**src/rtl/xms_pkg.sv**
```systemverilog
// ----------------------------------------------------------------------------
// xms_pkg
// shared types and constants of the extended-memory handle manager
// ----------------------------------------------------------------------------
`timescale 1ns / 1ps
`default_nettype none
package xms_pkg;

  localparam int unsigned InW  = 72;
  localparam int unsigned OutW = 88;

  typedef enum logic [4:0] {
    MODE_INIT = 5'd0, MODE_HMA_REQ = 5'd1, MODE_HMA_REL = 5'd2,
    MODE_A20_GEN = 5'd3, MODE_A20_GDIS = 5'd4, MODE_A20_LEN = 5'd5,
    MODE_A20_LDIS = 5'd6, MODE_A20_QRY = 5'd7, MODE_QFREE = 5'd8,
    MODE_ALLOC = 5'd9, MODE_FREE = 5'd10, MODE_LOCK = 5'd11,
    MODE_UNLOCK = 5'd12, MODE_INFO = 5'd13, MODE_RESIZE = 5'd14,
    MODE_UMB_REQ = 5'd15, MODE_UMB_REL = 5'd16
  } mode_e;

  localparam logic [3:0] ErrNone = 4'd0;
  localparam logic [3:0] ErrUnimpl = 4'd1;
  localparam logic [3:0] ErrHmaUsed = 4'd2;
  localparam logic [3:0] ErrHmaFree = 4'd3;
  localparam logic [3:0] ErrNoHandles = 4'd4;
  localparam logic [3:0] ErrBadHandle = 4'd5;
  localparam logic [3:0] ErrLocked = 4'd6;
  localparam logic [3:0] ErrSmallerUmb = 4'd7;
  localparam logic [3:0] ErrNoUmb = 4'd8;
  localparam logic [3:0] ErrBadUmb = 4'd9;

  localparam logic [1:0] RegTotalKb = 2'd0;
  localparam logic [1:0] RegUmbA = 2'd1;
  localparam logic [1:0] RegUmbCf = 2'd2;

  localparam logic [15:0] SegC000 = 16'hC000;
  localparam logic [15:0] SegA000 = 16'hA000;
  localparam logic [15:0] SegF000 = 16'hF000;
  localparam logic [15:0] SegD000 = 16'hD000;
  localparam logic [11:0] UmbMax = 12'hFFF;

  typedef struct packed {
    logic [4:0]  mode;
    logic [15:0] handle;
    logic [15:0] size_kb;
    logic [15:0] umb_paragraphs;
    logic [15:0] segment;
  } req_t;

  typedef struct packed {
    logic [11:0] umb_max_paragraphs;
    logic [15:0] umb_segment;
    logic        a20_on;
    logic [15:0] size_kb_out;
    logic [5:0]  free_handles;
    logic [7:0]  lock_count_out;
    logic [15:0] free_kb;
    logic [5:0]  handle_out;
    logic [3:0]  error_code;
    logic        success;
  } rsp_t;

  // controller to datapath
  typedef struct packed {
    logic load;     // capture request
    logic scan;     // run one scan step
    logic finish;   // apply the request, build result
  } cmd_t;

  // datapath to controller
  typedef struct packed {
    logic scan_done;
  } sts_t;

endpackage
`default_nettype wire

```
**src/rtl/xms_datapath.sv**
```systemverilog
// ----------------------------------------------------------------------------
// xms_datapath
// handle table, scalar state and per-request scan over the table
// ----------------------------------------------------------------------------
`timescale 1ns / 1ps
`default_nettype none
module xms_datapath
  import xms_pkg::*;
#(
  parameter int unsigned Handles = 32,
  parameter int unsigned IdxW = 6
) (
  input  wire logic        clk_i,
  input  wire logic        rst_ni,
  input  wire cmd_t        cmd_i,
  output sts_t             sts_o,
  input  wire req_t        req_i,
  input  wire logic        cfg_we_i,
  input  wire logic [1:0]  cfg_idx_i,
  input  wire logic [15:0] cfg_data_i,
  output rsp_t             rsp_o
);

  // configuration registers
  logic [15:0] total_kb_q;
  logic        umb_a_en_q, umb_cf_en_q;
  always_ff @(posedge clk_i or negedge rst_ni) begin
    if (!rst_ni) begin
      total_kb_q  <= 16'd8192;
      umb_a_en_q  <= 1'b1;
      umb_cf_en_q <= 1'b1;
    end else if (cfg_we_i) begin
      case (cfg_idx_i)
        RegTotalKb: total_kb_q <= cfg_data_i;
        RegUmbA:    umb_a_en_q <= cfg_data_i[0];
        RegUmbCf:   umb_cf_en_q <= cfg_data_i[0];
        default: ;
      endcase
    end
  end

  // table: valid bits in flops, sizes and locks in memories
  logic [Handles:1] valid_q;
  logic [15:0] size_mem [1:Handles];
  logic [7:0]  lock_mem [1:Handles];

  req_t        req_q;
  logic [IdxW-1:0] ptr_q;      // scan pointer
  logic [IdxW-1:0] first_q;    // first free handle, zero if none
  logic [22:0] sum_q;
  logic [15:0] hsize_q;
  logic [7:0]  hlock_q;
  logic        hvalid_q;
  logic [IdxW-1:0] used_q;
  logic        hma_free_q;
  logic [7:0]  a20_q;
  logic [3:0]  umb_q;
  rsp_t        rsp_q;

  logic hin;
  logic [IdxW-1:0] hidx;
  assign hin  = (req_q.handle != 16'd0) && (req_q.handle <= 16'(Handles));
  assign hidx = req_q.handle[IdxW-1:0];

  assign sts_o.scan_done = (ptr_q == IdxW'(Handles));

  // scan registers and sequential table read
  always_ff @(posedge clk_i) begin
    if (cmd_i.load) begin
      req_q   <= req_i;
      ptr_q   <= IdxW'(1);
      first_q <= '0;
      sum_q   <= '0;
    end else if (cmd_i.scan) begin
      if (!valid_q[ptr_q] && first_q == '0) first_q <= ptr_q;
      if (valid_q[ptr_q]) sum_q <= sum_q + 23'(size_mem[ptr_q]);
      if (!sts_o.scan_done) ptr_q <= ptr_q + IdxW'(1);
    end
    if (cmd_i.scan && hin) begin
      hsize_q <= size_mem[hidx];
      hlock_q <= lock_mem[hidx];
    end
    hvalid_q <= hin && valid_q[hidx];
  end

  // memory writes
  always_ff @(posedge clk_i) begin
    if (cmd_i.finish) begin
      case (req_q.mode)
        MODE_ALLOC: if (first_q != '0) begin
          size_mem[first_q] <= req_q.size_kb;
          lock_mem[first_q] <= 8'd0;
        end
        MODE_LOCK: if (hvalid_q && hlock_q != 8'hFF) lock_mem[hidx] <= hlock_q + 8'd1;
        MODE_UNLOCK: if (hvalid_q && hlock_q != 8'd0) lock_mem[hidx] <= hlock_q - 8'd1;
        MODE_RESIZE: if (hvalid_q && hlock_q == 8'd0) size_mem[hidx] <= req_q.size_kb;
        default: ;
      endcase
    end
  end

  // state update and result
  always_ff @(posedge clk_i or negedge rst_ni) begin
    if (!rst_ni) begin
      valid_q    <= '0;
      used_q     <= '0;
      hma_free_q <= 1'b1;
      a20_q      <= '0;
      umb_q      <= 4'b1111;
      rsp_q      <= '0;
    end else if (cmd_i.finish) begin
      rsp_t r;
      logic [3:0] u;
      logic [7:0] a;
      r = '0;
      u = umb_q;
      a = a20_q;
      case (req_q.mode)
        MODE_INIT: begin
          valid_q <= '0; used_q <= '0; hma_free_q <= 1'b1; a = '0;
          u = {1'b1, umb_cf_en_q, umb_a_en_q, umb_cf_en_q};
          r.success = 1'b1;
        end
        MODE_HMA_REQ: if (hma_free_q) begin
          hma_free_q <= 1'b0; r.success = 1'b1;
        end else r.error_code = ErrHmaUsed;
        MODE_HMA_REL: if (!hma_free_q) begin
          hma_free_q <= 1'b1; r.success = 1'b1;
        end else r.error_code = ErrHmaFree;
        MODE_A20_GEN:  begin a = 8'd1; r.success = 1'b1; end
        MODE_A20_GDIS: begin a = 8'd0; r.success = 1'b1; end
        MODE_A20_LEN:  begin if (a != 8'hFF) a = a + 8'd1; r.success = 1'b1; end
        MODE_A20_LDIS: begin if (a != 8'd0) a = a - 8'd1; r.success = 1'b1; end
        MODE_A20_QRY:  r.success = 1'b1;
        MODE_QFREE: begin
          r.free_kb = (sum_q >= 23'(total_kb_q)) ? 16'd0 : 16'(23'(total_kb_q) - sum_q);
          r.success = 1'b1;
        end
        MODE_ALLOC: if (first_q != '0) begin
          valid_q[first_q] <= 1'b1;
          used_q <= used_q + IdxW'(1);
          r.handle_out = 6'(first_q);
          r.success = 1'b1;
        end else r.error_code = ErrNoHandles;
        MODE_FREE: if (hvalid_q) begin
          valid_q[hidx] <= 1'b0;
          if (used_q != '0) used_q <= used_q - IdxW'(1);
          r.success = 1'b1;
        end else r.error_code = ErrBadHandle;
        MODE_LOCK, MODE_UNLOCK: if (hvalid_q) r.success = 1'b1;
          else r.error_code = ErrBadHandle;
        MODE_INFO: begin
          r.free_handles = (used_q >= IdxW'(Handles)) ? 6'd0 : 6'(IdxW'(Handles) - used_q);
          if (hvalid_q) begin
            r.lock_count_out = hlock_q; r.size_kb_out = hsize_q; r.success = 1'b1;
          end else r.error_code = ErrBadHandle;
        end
        MODE_RESIZE: if (!hvalid_q) r.error_code = ErrBadHandle;
          else if (hlock_q != 8'd0) r.error_code = ErrLocked;
          else r.success = 1'b1;
        MODE_UMB_REQ: begin
          if (req_q.umb_paragraphs > 16'h0FFF && u != 4'd0) begin
            r.error_code = ErrSmallerUmb; r.umb_max_paragraphs = UmbMax;
          end else if (u[0]) begin u[0] = 1'b0; r.umb_segment = SegC000; r.success = 1'b1;
          end else if (u[1]) begin u[1] = 1'b0; r.umb_segment = SegA000; r.success = 1'b1;
          end else if (u[2]) begin u[2] = 1'b0; r.umb_segment = SegF000; r.success = 1'b1;
          end else if (u[3]) begin u[3] = 1'b0; r.umb_segment = SegD000; r.success = 1'b1;
          end else r.error_code = ErrNoUmb;
        end
        MODE_UMB_REL: begin
          if (!u[0] && req_q.segment == SegC000) begin u[0] = 1'b1; r.success = 1'b1;
          end else if (!u[1] && req_q.segment == SegA000) begin u[1] = 1'b1; r.success = 1'b1;
          end else if (!u[2] && req_q.segment == SegF000) begin u[2] = 1'b1; r.success = 1'b1;
          end else if (!u[3] && req_q.segment == SegD000) begin u[3] = 1'b1; r.success = 1'b1;
          end else r.error_code = ErrBadUmb;
        end
        default: r.error_code = ErrUnimpl;
      endcase
      r.a20_on = (a != 8'd0);
      umb_q <= u;
      a20_q <= a;
      rsp_q <= r;
    end
  end

  assign rsp_o = rsp_q;

endmodule
`default_nettype wire

```
**src/rtl/xms_ctrl.sv**
```systemverilog
// ----------------------------------------------------------------------------
// xms_ctrl
// request sequencer: load, table scan, apply, hold result
// ----------------------------------------------------------------------------
`timescale 1ns / 1ps
`default_nettype none
module xms_ctrl
  import xms_pkg::*;
(
  input  wire logic clk_i,
  input  wire logic rst_ni,
  input  wire logic in_valid_i,
  output logic      in_ready_o,
  output logic      out_valid_o,
  input  wire logic out_ready_i,
  output cmd_t      cmd_o,
  input  wire sts_t sts_i
);

  typedef enum logic [1:0] {S_IDLE, S_SCAN, S_FIN} state_e;
  state_e state_q;
  logic   out_valid_q;

  // a new request is taken only in idle, and only when no result waits or the waiting one is taken
  assign in_ready_o  = (state_q == S_IDLE) && (!out_valid_q || out_ready_i);
  assign out_valid_o = out_valid_q;

  always_comb begin
    cmd_o = '0;
    cmd_o.load   = in_valid_i && in_ready_o;
    cmd_o.scan   = (state_q == S_SCAN);
    cmd_o.finish = (state_q == S_FIN);
  end

  always_ff @(posedge clk_i or negedge rst_ni) begin
    if (!rst_ni) begin
      state_q     <= S_IDLE;
      out_valid_q <= 1'b0;
    end else begin
      if (out_valid_q && out_ready_i) out_valid_q <= 1'b0;
      case (state_q)
        S_IDLE: if (cmd_o.load) state_q <= S_SCAN;
        S_SCAN: if (sts_i.scan_done) state_q <= S_FIN;
        S_FIN: begin
          state_q     <= S_IDLE;
          out_valid_q <= 1'b1;
        end
        default: state_q <= S_IDLE;
      endcase
    end
  end

endmodule
`default_nettype wire

```
**src/rtl/xms_handle_manager.sv**
```systemverilog
// ----------------------------------------------------------------------------
// xms_handle_manager
// extended-memory driver request engine with a handle table
// ----------------------------------------------------------------------------
// channel   dir  contents
// s_axis    in   tdata: mode, handle, size_kb, umb_paragraphs, segment
// m_axis    out  tdata: result fields, one per request
// cfg       in   we, index, data: total_kb, umb_a000, umb_c000_f000
// each request is loaded, then scanned with one table entry read per cycle,
// then applied in the finish state, which loads the result register, and the
// next request is taken once the sequencer is back in idle.
// a result waits in the output register and holds off the next request.
// reset restores defaults; the table needs no clearing pass.
`timescale 1ns / 1ps
`default_nettype none
module xms_handle_manager
  import xms_pkg::*;
#(
  parameter int unsigned Handles = 32
) (
  input  wire logic        clk_i,
  input  wire logic        rst_ni,
  input  wire logic        s_axis_tvalid,
  output logic             s_axis_tready,
  // mode[4:0], handle[20:5], size_kb[36:21], umb_paragraphs[52:37], segment[68:53]
  input  wire logic [71:0] s_axis_tdata,
  output logic             m_axis_tvalid,
  input  wire logic        m_axis_tready,
  // success, error_code, handle_out, free_kb, lock_count_out, free_handles,
  // size_kb_out, a20_on, umb_segment, umb_max_paragraphs (low bit first)
  output logic [87:0]      m_axis_tdata,
  input  wire logic        cfg_we_i,
  input  wire logic [1:0]  cfg_idx_i,
  input  wire logic [15:0] cfg_data_i
);

  localparam int unsigned IdxW = $clog2(Handles + 1);

  cmd_t cmd;
  sts_t sts;
  req_t req;
  rsp_t rsp;

  assign req.mode           = s_axis_tdata[4:0];
  assign req.handle         = s_axis_tdata[20:5];
  assign req.size_kb        = s_axis_tdata[36:21];
  assign req.umb_paragraphs = s_axis_tdata[52:37];
  assign req.segment        = s_axis_tdata[68:53];

  xms_ctrl u_ctrl (
    .clk_i, .rst_ni,
    .in_valid_i(s_axis_tvalid), .in_ready_o(s_axis_tready),
    .out_valid_o(m_axis_tvalid), .out_ready_i(m_axis_tready),
    .cmd_o(cmd), .sts_i(sts)
  );

  xms_datapath #(.Handles(Handles), .IdxW(IdxW)) u_dp (
    .clk_i, .rst_ni, .cmd_i(cmd), .sts_o(sts), .req_i(req),
    .cfg_we_i, .cfg_idx_i, .cfg_data_i, .rsp_o(rsp)
  );

  assign m_axis_tdata = {2'b0, rsp};

endmodule
`default_nettype wire

```
**config.mk**
```make
export PLATFORM = sky130hd
export DESIGN_NAME = xms_handle_manager
export DESIGN_NICKNAME = d
export VERILOG_FILES = /design/src/rtl/xms_pkg.sv /design/src/rtl/xms_datapath.sv /design/src/rtl/xms_ctrl.sv /design/src/rtl/xms_handle_manager.sv
export SDC_FILE = /design/constraint.sdc
export NUM_CORES = 1
export LEC_CHECK = 0
export BUFFER_PORTS_ARGS = -buffer_cell sky130_fd_sc_hd__buf_2
export CAP_MARGIN = 10
export CORE_UTILIZATION = 60
export DETAILED_ROUTE_END_ITERATION = 8
export GPL_TIMING_DRIVEN = 1
export PLACE_DENSITY = 0.78
export SETUP_SLACK_MARGIN = 0.4
export SYNTH_ARGS = -nofsm -noshare
export SYNTH_HDL_FRONTEND = slang
export SYNTH_SLANG_ARGS = --single-unit
export TNS_END_PERCENT = 30
```
**constraint.sdc**
```tcl
create_clock -name clk_i -period 7.75 [get_ports clk_i]
set_input_delay 1.1625 -clock clk_i [delete_from_list [all_inputs] [get_ports clk_i]]
set_output_delay 1.1625 -clock clk_i [all_outputs]
set_load 0.02 [all_outputs]
```
; Word-level counts from Yosys, hierarchy flattened
; Memories as Yosys holds them, arrays and structs flattened. A register that Yosys moved wholly into a read port is not among the register bits.
; Index checks and enable logic that the tools add are counted.
; Widths: inputs -> output; s select.
[word_totals]
regBits = 263
mem_bits_rw = 768
inputBits = 95
word_cells = 269
memories = 2
[op_classes]
n_addsub = 10
order_cmp = 9
n_eq_ne = 43
muxes = 108
n_bitwise = 5
n_reduce_logical = 60
[memory_table]
columns = name, words, width, read_ports, rd_ports_with_merged_regs, write_ports, line
row1 = u_dp.size_mem, 32, 16, 2, 2, 1, xms_datapath.sv:44  ; logic [15:0] size_mem [1:Handles];
row2 = u_dp.lock_mem, 32, 8, 1, 1, 1, xms_datapath.sv:45  ; logic [7:0] lock_mem [1:Handles];
[op_table]
columns = op, n
row1 = $mux 16, 9
row2 = $pmux 32 s3, 1
row3 = $eq 16x16->1 const B, 4
row4 = $mux 32, 2
row5 = $mux 6, 10
row6 = $mux 8, 6
row7 = $mux 1, 44
row8 = $mux 4, 11
row9 = $eq 5x4->1 const B, 8
row10 = $and 32x32->32, 1
row11 = $not 32->32, 1
row12 = $or 32x32->32, 1
row13 = $pmux 4 s8, 1
row14 = $pmux 8 s4, 1
row15 = $mux 30, 1
row16 = $mux 28, 1
row17 = $reduce_bool 8->1, 3
row18 = $add 23x16->23, 1
row19 = $ge 23x16->1, 1
row20 = $lt 6x7->1 const B, 3
row21 = $eq 5x3->1 const B, 4
row22 = $ne 2x2->1 const B, 9
row23 = $pmux 6 s3, 1
row24 = $logic_and 1x1->1, 17
row25 = 51 further kinds, 94

; Depth between registers and ports, before layout
; Gate-level depths: netlist (run 1).
[logic_depth]
depth_word = 9
depth_mapped = 15
ltp_nobuf = 13

; Modules after synthesis
; From an unflattened synthesis (run 1), not the netlist that was laid out.
[hier_totals]
hier_cells = 3272
area_unflattened_um2 = 47048.9
[modules_own_cells]
columns = module, instances, cells_each, area_per_inst_um2
row1 = xms_datapath, 1, 3255, 46887.5
row2 = xms_ctrl, 1, 14, 142.6
row3 = xms_handle_manager, 1, 3, 18.8

; Worst setup path after synthesis (run 1)
; OpenSTA, ideal clock, no wires.
[synth_timing]
kind = in2reg
from = input port m_axis_tready
to = register u_dp.req_q (netlist bit u_dp.hidx[0]), enable pin
setup_ns = 0.443
t_arrival_ns = 4.068
required_ns = 7.307
setup_slack_ns = 3.238
cell_stages = 6
path_cell_list = nor2b_1 nor3_1 nand2_1 inv_1 clkbuf_1 buf_1
[synth_lines]
columns = element, line
row1 = "start, declared", xms_handle_manager.sv:28  ; input wire logic m_axis_tready,
row2 = "end signal, assigned", xms_datapath.sv:70  ; req_q <= req_i;
row3 = "end, declared", xms_datapath.sv:47  ; req_t req_q;

==> results of run 1 <==
[through the flow]
step | power [mW] | setup slack [ns] | hold WS [ns] | instances
2_1_floorplan | 8.663 | 3.238 | 0.4428 | 3331
3_3_place_gp | 9.525 | 2.803 | 0.4536 | 4372
3_5_place_dp | 9.628 | 2.701 | 0.4591 | 4372
4_1_cts | 14.55 | 2.704 | 0.4699 | 4565
5_1_grt | 15.01 | 2.399 | 0.4802 | 4566
6_report | 14.64 | 2.661 | 0.4690 | 4566
[worst max-delay path: cells and delay by family (launching register included)]
kind / cells / cell delay [ns]
AOI/OAI and AO/OA: 6 / 1.50
adders and majority gates: 1 / 0.40
buffers and inverters: 1 / 0.48
DFF: 1 / 0.77
muxes: 3 / 1.51
and+or+nand+nor: 1 / 0.20
[area by class of cell]
cell class                      count  area, sq um
Fill cell                        5201        25170
Tap cell                         1040         1301
Clock buffer                      121         2770
Multi-Input combinational cell   2002        16270
Clock inverter                     72        631.9
Timing Repair Buffer              247         1518
Inverter                           59        224.0
Sequential cell                  1025        29710
[placed cells by master, fill, tap and decap left out, types with 40 or more instances in the layout]
| cell type | instances |
|---|---|
| mux2_2 | 66 |
| buf_4 | 88 |
| buf_2 | 154 |
| nor3_1 | 41 |
| edfxtp_1 | 849 |
| a221oi_1 | 58 |
| a22o_1 | 58 |
| o21ai_0 | 247 |
| a21oi_1 | 186 |
| nor2_1 | 198 |
| nand2_1 | 196 |
| inv_1 | 58 |
| clkbuf_16 | 106 |
| ha_1 | 63 |
| mux4_2 | 190 |
| a22oi_1 | 102 |
| mux2i_1 | 91 |
| nand4_1 | 40 |
| dfrtp_1 | 127 |
[path summary, 6_finish.rpt]
path                                 start              to  slack (ns)  depth (start not counted)
min reg2reg                u_dp.hsize_q[9]  u_dp.rsp_o[50]        0.47                          1
max reg2reg                           flop  u_dp.sum_q[20]        2.66                         12
min                        u_dp.hsize_q[9]  u_dp.rsp_o[50]        0.47                          1
max                                   flop  u_dp.sum_q[20]        2.66                         12
max in group asynchronous           rst_ni  u_dp.rsp_o[49]        5.92                          2
min in group asynchronous           rst_ni  u_dp.rsp_o[84]        0.48                          1
[flip-flops by register name (all words and copies together) (netlist names), 16 cells and up, named ones only]
register         cells
u_dp.sum_q          23
u_dp.size_mem      512
u_dp.total_kb_q     16
u_dp.lock_mem      256
u_dp.req_q          51
u_dp.valid_q        32
u_dp.hsize_q        16
u_dp.rsp_o          63
[logic make-up (layout without fill, tap and decap cells)]
logic type      Yosys count  in the layout
xor+xnor                 44             44
compound gates          855            855
fa+ha+maj                67             67
buf+inv                 304            499
simple gates            668            668
flops                  1025           1025
other cells               1             14
mux                     354            354
[report_power, final]
part / internal (mW) / total (mW) / switching [mW]
logic: 1.45 / 3.17 / 1.72
registers: 6.09 / 6.47 / 0.385
clock network: 2.83 / 5.00 / 2.17
[routing by layer]
metal | track usage [%] | vias to the layer above | wire [um]
met3 | 8.879 | 523 | 18680
met5 | 0 | - | 75
li1 | - | 13350 | -
met1 | 44.75 | 15940 | 47750
met2 | 54.47 | 2758 | 64630
met4 | 16.67 | 12 | 6905
==> flow_metrics.py, run 1 <==
metrics = {
    "routing": {
        "drt_first_iter_violations": 4999,
        "postRouteAntennaNets": 0,
        "wl_per_cell_um": 30.23,
        "wirelength_um": 138000,
        "drcViolationCount": 0,
        "first_pass_iters": 9,
        "vias": 32580,
        "viasPerCell": 7.136,
    },
    "critical_path": {
        "arrival_ns": 5.59,
        "cp-end-kind": "flop",
        "critPathLaunchType": "flop",
        "max_stage_delay_ns": 0.77,
        "critical_path.most_common_cell": "mux4_2",
        "critPathSlowestCell": "dfxtp_4",
        "path_cells": "buf_12 > mux4_2 > mux4_2 > mux2_2 > ha_1 > o21a_1 > o31a_1 > o211ai_1 > a21oi_1 > nor2_1 > o311ai_0 > o41ai_1",
        "critPathRequiredTime_ns": 8.26,
        "worstPathMaxFanout": 59,
        "criticalPathCategory": "flop to flop",
    },
    "sta": {
        "period_minus_slack_ns": 5.089,
        "hold_viol_final": 0,
        "max_slew_margin_pct": 13.80,
        "clock.fmax_mhz": 196.5,
        "worst_pin_slew_ns": 1.283,
        "tns_ns": 0,
        "slew_viol_final": 0,
        "fin_crit_sh_pct": 65.67,
        "clock_skew_ns": 0.04591,
        "finalSetupViolations": 0,
        "rsz0062_at_grt": "false",
    },
    "clock_network": {
        "clk_pin_slew_ns": 0.06,
        "clock_latency_ns": 0.70,
        "htree_levels": 3,
        "cts_root_buffer": "clkbuf_16",
        "cts_tree": "yes",
        "hold_buffers": 0,
        "cts_resized": 0,
        "postCtsSetupBuffers": 0,
        "cts_made_buffers": 103,
        "cts.sinks": 1025,
        "clockBufferDepth": 3,
    },
    "global_route": {
        "grt_pass1_vias": 32240,
        "grt_max_degree": 96,
        "grt_first_pass_wirelength_um": 201100,
        "grt_usage_pct": 34.46,
        "gr-total-overflow": 0,
        "antenna_found_initial": 8,
    },
    "logic_synthesis": {
        "synth_area_leader_cell": "edfxtp_1",
        "ys_seq_area_share_pct": 63.08,
        "yosys.area_share.simple_pct": 6.632,
        "synth_fa_ha_area_share_pct": 1.844,
        "netlist_instances": 3318,
        "synth_edf_count": 849,
        "async_flop_share_pct": 13.17,
        "netlist.area_leader.share_pct": 54.14,
        "synth_cell_types": 84,
        "synth_ff_type": "edfxtp_1",
        "yosysMostFrequentCell": "edfxtp_1",
        "synth.area.mux_share_pct": 12.96,
        "synthTopCellsByArea": "edfxtp_1 54%, mux4_2 9.1%, dfrtp_1 6.7%",
        "ys_warn_count": 0,
        "synth_top_family_by_area": "multiplexers",
        "synth_seq_cells": 1025,
        "syn-cell-area_sq_mm": 0.04709,
        "synth_commonest_cells": "849 x edfxtp_1, 247 x o21ai_0, 224 x nor2_1",
        "synth_compound_area_share_pct": 11.89,
        "synth_xor_area_share_pct": 0.8183,
        "postSynthAreaPerCell_sq_um": 14.19,
    },
    "pwr": {
        "p_leak_nw": 18.46,
        "cellPowerDensity_mw_per_mm2": 279.2,
        "max-vdd-ir-drop_uv": 235.4,
    },
    "floorplan": {
        "boundaryPins": 185,
        "die_area_sq_mm": 0.07961,
        "initial_core_util_pct": 60.69,
        "coreArea_sq_mm": 0.07759,
        "rows": 102,
        "die_h_um": 282.2,
        "die_w_um": 282.2,
    },
    "finish": {
        "stdcell_area_sq_mm": 0.05243,
        "syn2layout_area_growth_pct": 11.33,
        "antennaDiodeCount": 0,
        "drive_above_1_share_pct": 20.79,
        "fin_util_pct": 67.56,
        "fin_nets": 3600,
    },
    "run_status": {
        "status": "complete, no violations",
    },
    "flow_run": {
        "maxCapViolations": 0,
    },
    "placed_design": {
        "io_buffers": 155,
        "place_congestion": 0.9302,
        "place_area_sq_mm": 0.04901,
        "hpwl_um": 82770,
    },
    "hold_path": {
        "min_path_type": "flop to flop",
    },
}
(Power assumes the default switching activity.)
==> run 2, diff against run 1 <==
Settings changed: CORE_UTILIZATION 60 to 56, PLACE_DENSITY 0.78 to 0.76.
Clock period 7.75 ns to 4.6 ns, I/O delays scaled along.
==> flow_metrics.py, run 2 (same netlist as run 1, synthesis figures left out) <==
metrics = {
    "hold_path": {
        "min_path_type": "primary input to async pin",
    },
    "routing": {
        "drt_first_iter_violations": 4731,
        "first_pass_iters": 7,
        "wirelength_um": 134700,
        "vias": 32150,
        "postRouteAntennaNets": 0,
        "drcViolationCount": 0,
        "viasPerCell": 6.905,
        "wl_per_cell_um": 28.94,
    },
    "critical_path": {
        "path_buf_inv": 1,
        "reg2reg_depth": 12,
        "critPathSlowestCell": "mux4_2",
        "r2r_end": "u_dp.sum_q[21]",
        "cp_top_family": "multiplexers",
        "path_cells": "buf_12 > mux4_2 > mux4_2 > mux2_2 > ha_1 > a21oi_1 > o22ai_1 > o211a_1 > nor3_2 > o21a_1 > o311ai_0 > o41ai_1",
        "critical_path.most_common_cell": "mux4_2",
        "crit_path_end": "u_dp.sum_q[21]",
        "r2r_setup_slack_ns": 0.56,
        "critPathRequiredTime_ns": 5.14,
        "criticalPathCategory": "flop to flop",
        "worstPathMaxFanout": 18,
        "max_stage_delay_ns": 0.55,
        "arrival_ns": 4.58,
        "cp.depth": 12,
        "cp-end-kind": "flop",
        "critPathLaunchType": "flop",
    },
    "sta": {
        "hold_viol_final": 0,
        "slew_viol_final": 0,
        "fin_crit_sh_pct": 87.79,
        "period_minus_slack_ns": 4.038,
        "finalSetupViolations": 0,
        "worst_pin_slew_ns": 1.221,
        "clock_skew_ns": 0.02959,
        "tns_ns": 0,
        "clock.fmax_mhz": 247.6,
        "rsz0062_at_grt": "true",
        "fin_ws_ns": 0.5618,
        "max_slew_margin_pct": 18.57,
    },
    "finish": {
        "largest_reg_flops": 512,
        "stdcell_area_sq_mm": 0.05309,
        "fin_util_pct": 64.24,
        "syn2layout_area_growth_pct": 12.73,
        "final_common_cell": "edfxtp_1",
        "seq_area_sq_mm": 0.02971,
        "mostFrequentLayoutCells": "849 x edfxtp_1, 247 x o21ai_0, 196 x nand2_1, 190 x mux4_2, 185 x a21oi_1",
        "top_register": "u_dp.size_mem",
        "multi_input_area_sq_mm": 0.01633,
        "fin_nets": 3663,
        "fillCellCount": 5694,
        "drive_above_1_share_pct": 22.42,
        "antennaDiodeCount": 0,
    },
    "pwr": {
        "p_leak_nw": 18.79,
        "pwr-share-seq_pct": 43.5,
        "cellPowerDensity_mw_per_mm2": 465.8,
        "p_sw_mw": 7.120,
        "pwr-share-comb_pct": 23.1,
        "max-vdd-ir-drop_uv": 367.6,
        "clkPwrFrac_pct": 33.4,
        "sw_frac_of_total_pct": 28.79,
        "p_total_mw": 24.73,
        "intPower_mw": 17.61,
    },
    "global_route": {
        "grt_max_degree": 110,
        "gr-total-overflow": 0,
        "grt_pass1_vias": 31160,
        "grt_usage_pct": 31.48,
        "antenna_found_initial": 3,
        "grt_first_pass_wirelength_um": 198500,
    },
    "clock_network": {
        "cts_made_buffers": 102,
        "clk_pin_slew_ns": 0.06,
        "cts.sinks": 1025,
        "htree_levels": 3,
        "cts_root_buffer": "clkbuf_16",
        "hold_buffers": 0,
        "cts_tree": "yes",
        "clockBufferDepth": 3,
        "clock_latency_ns": 0.69,
    },
    "placed_design": {
        "place_area_sq_mm": 0.04960,
        "place_congestion": 0.9645,
        "io_buffers": 155,
        "hpwl_um": 83600,
        "place_ws_ns": 0.3059,
    },
    "run_status": {
        "status": "complete, no violations",
    },
    "floorplan": {
        "die_w_um": 292.0,
        "die_area_sq_mm": 0.08526,
        "boundaryPins": 185,
        "die_h_um": 292.0,
        "rows": 105,
        "coreArea_sq_mm": 0.08264,
        "initial_core_util_pct": 56.99,
    },
    "flow_run": {
        "maxCapViolations": 0,
    },
}
-- run 2: cell count changes in the layout (fill, tap and decap cells not counted), moves of 8 or more --
cell / delta
buf_4: +50
nor2_1: -21
nor2_2: +20
clkinv_2: -12
clkbuf_1: +11
buf_12: +8
-- run 2: final cells by class --
| type | count | area share, % |
|---|---|---|
| flip-flops and latches | 1025 | 55.97 |
| well taps | 1070 | 2.522 |
| clock inverters | 63 | 1.136 |
| repair buffers | 311 | 4.066 |
| multi-input cells | 2002 | 30.77 |
| clock buffers | 126 | 5.114 |
| inverters | 59 | 0.4219 |
-- run 2: repair_timing --
action / CTS / global route
buffers inserted: 0 / 10
resized for setup: 1 / 13
pin swaps: 0 / 3
cloned: 0 / 1
setup endpoints to repair: 3 / 67
-- run 2: how the worst min path moves through the flow --
stage | startpoint | endpoint | cells after the start
after detailed placement | u_dp.hsize_q[0] | u_dp.rsp_o[41] | 1
after global placement | u_dp.hsize_q[0] | u_dp.rsp_o[41] | 1
after global routing | rst_ni | u_dp.used_q[1] | 1
after floorplan | rst_ni | u_ctrl.out_valid_o | 0
final | rst_ni | u_dp.rsp_o[70] | 1
after CTS | rst_ni | u_dp.rsp_o[70] | 1
-- run 2: power by group through the flow --
stage                     clock, mW  sequential (mW)  combinational (mW)
final                          8.27             10.8                5.71
after global routing           8.68             10.8                6.02
after CTS                      8.31             10.7                5.45
after detailed placement          0             10.9                5.39
after global placement            0             10.9                5.32
after floorplan                   0             10.6                4.00
-- run 2: through the flow --
stage / hold WS [ns] / instances
2_1_floorplan: 0.3944 / 3331
3_3_place_gp: 0.4447 / 4455
3_5_place_dp: 0.4512 / 4455
4_1_cts: 0.02520 / 4644
5_1_grt: 0.06102 / 4656
6_report: 0.01230 / 4656
-- run 2: metal layers --
layer	part of all wire (%)	global-route usage, %
met2	47	49.49
met5	0.018	0
met4	4.3	12.91
met1	36	42.10
met3	13	7.931
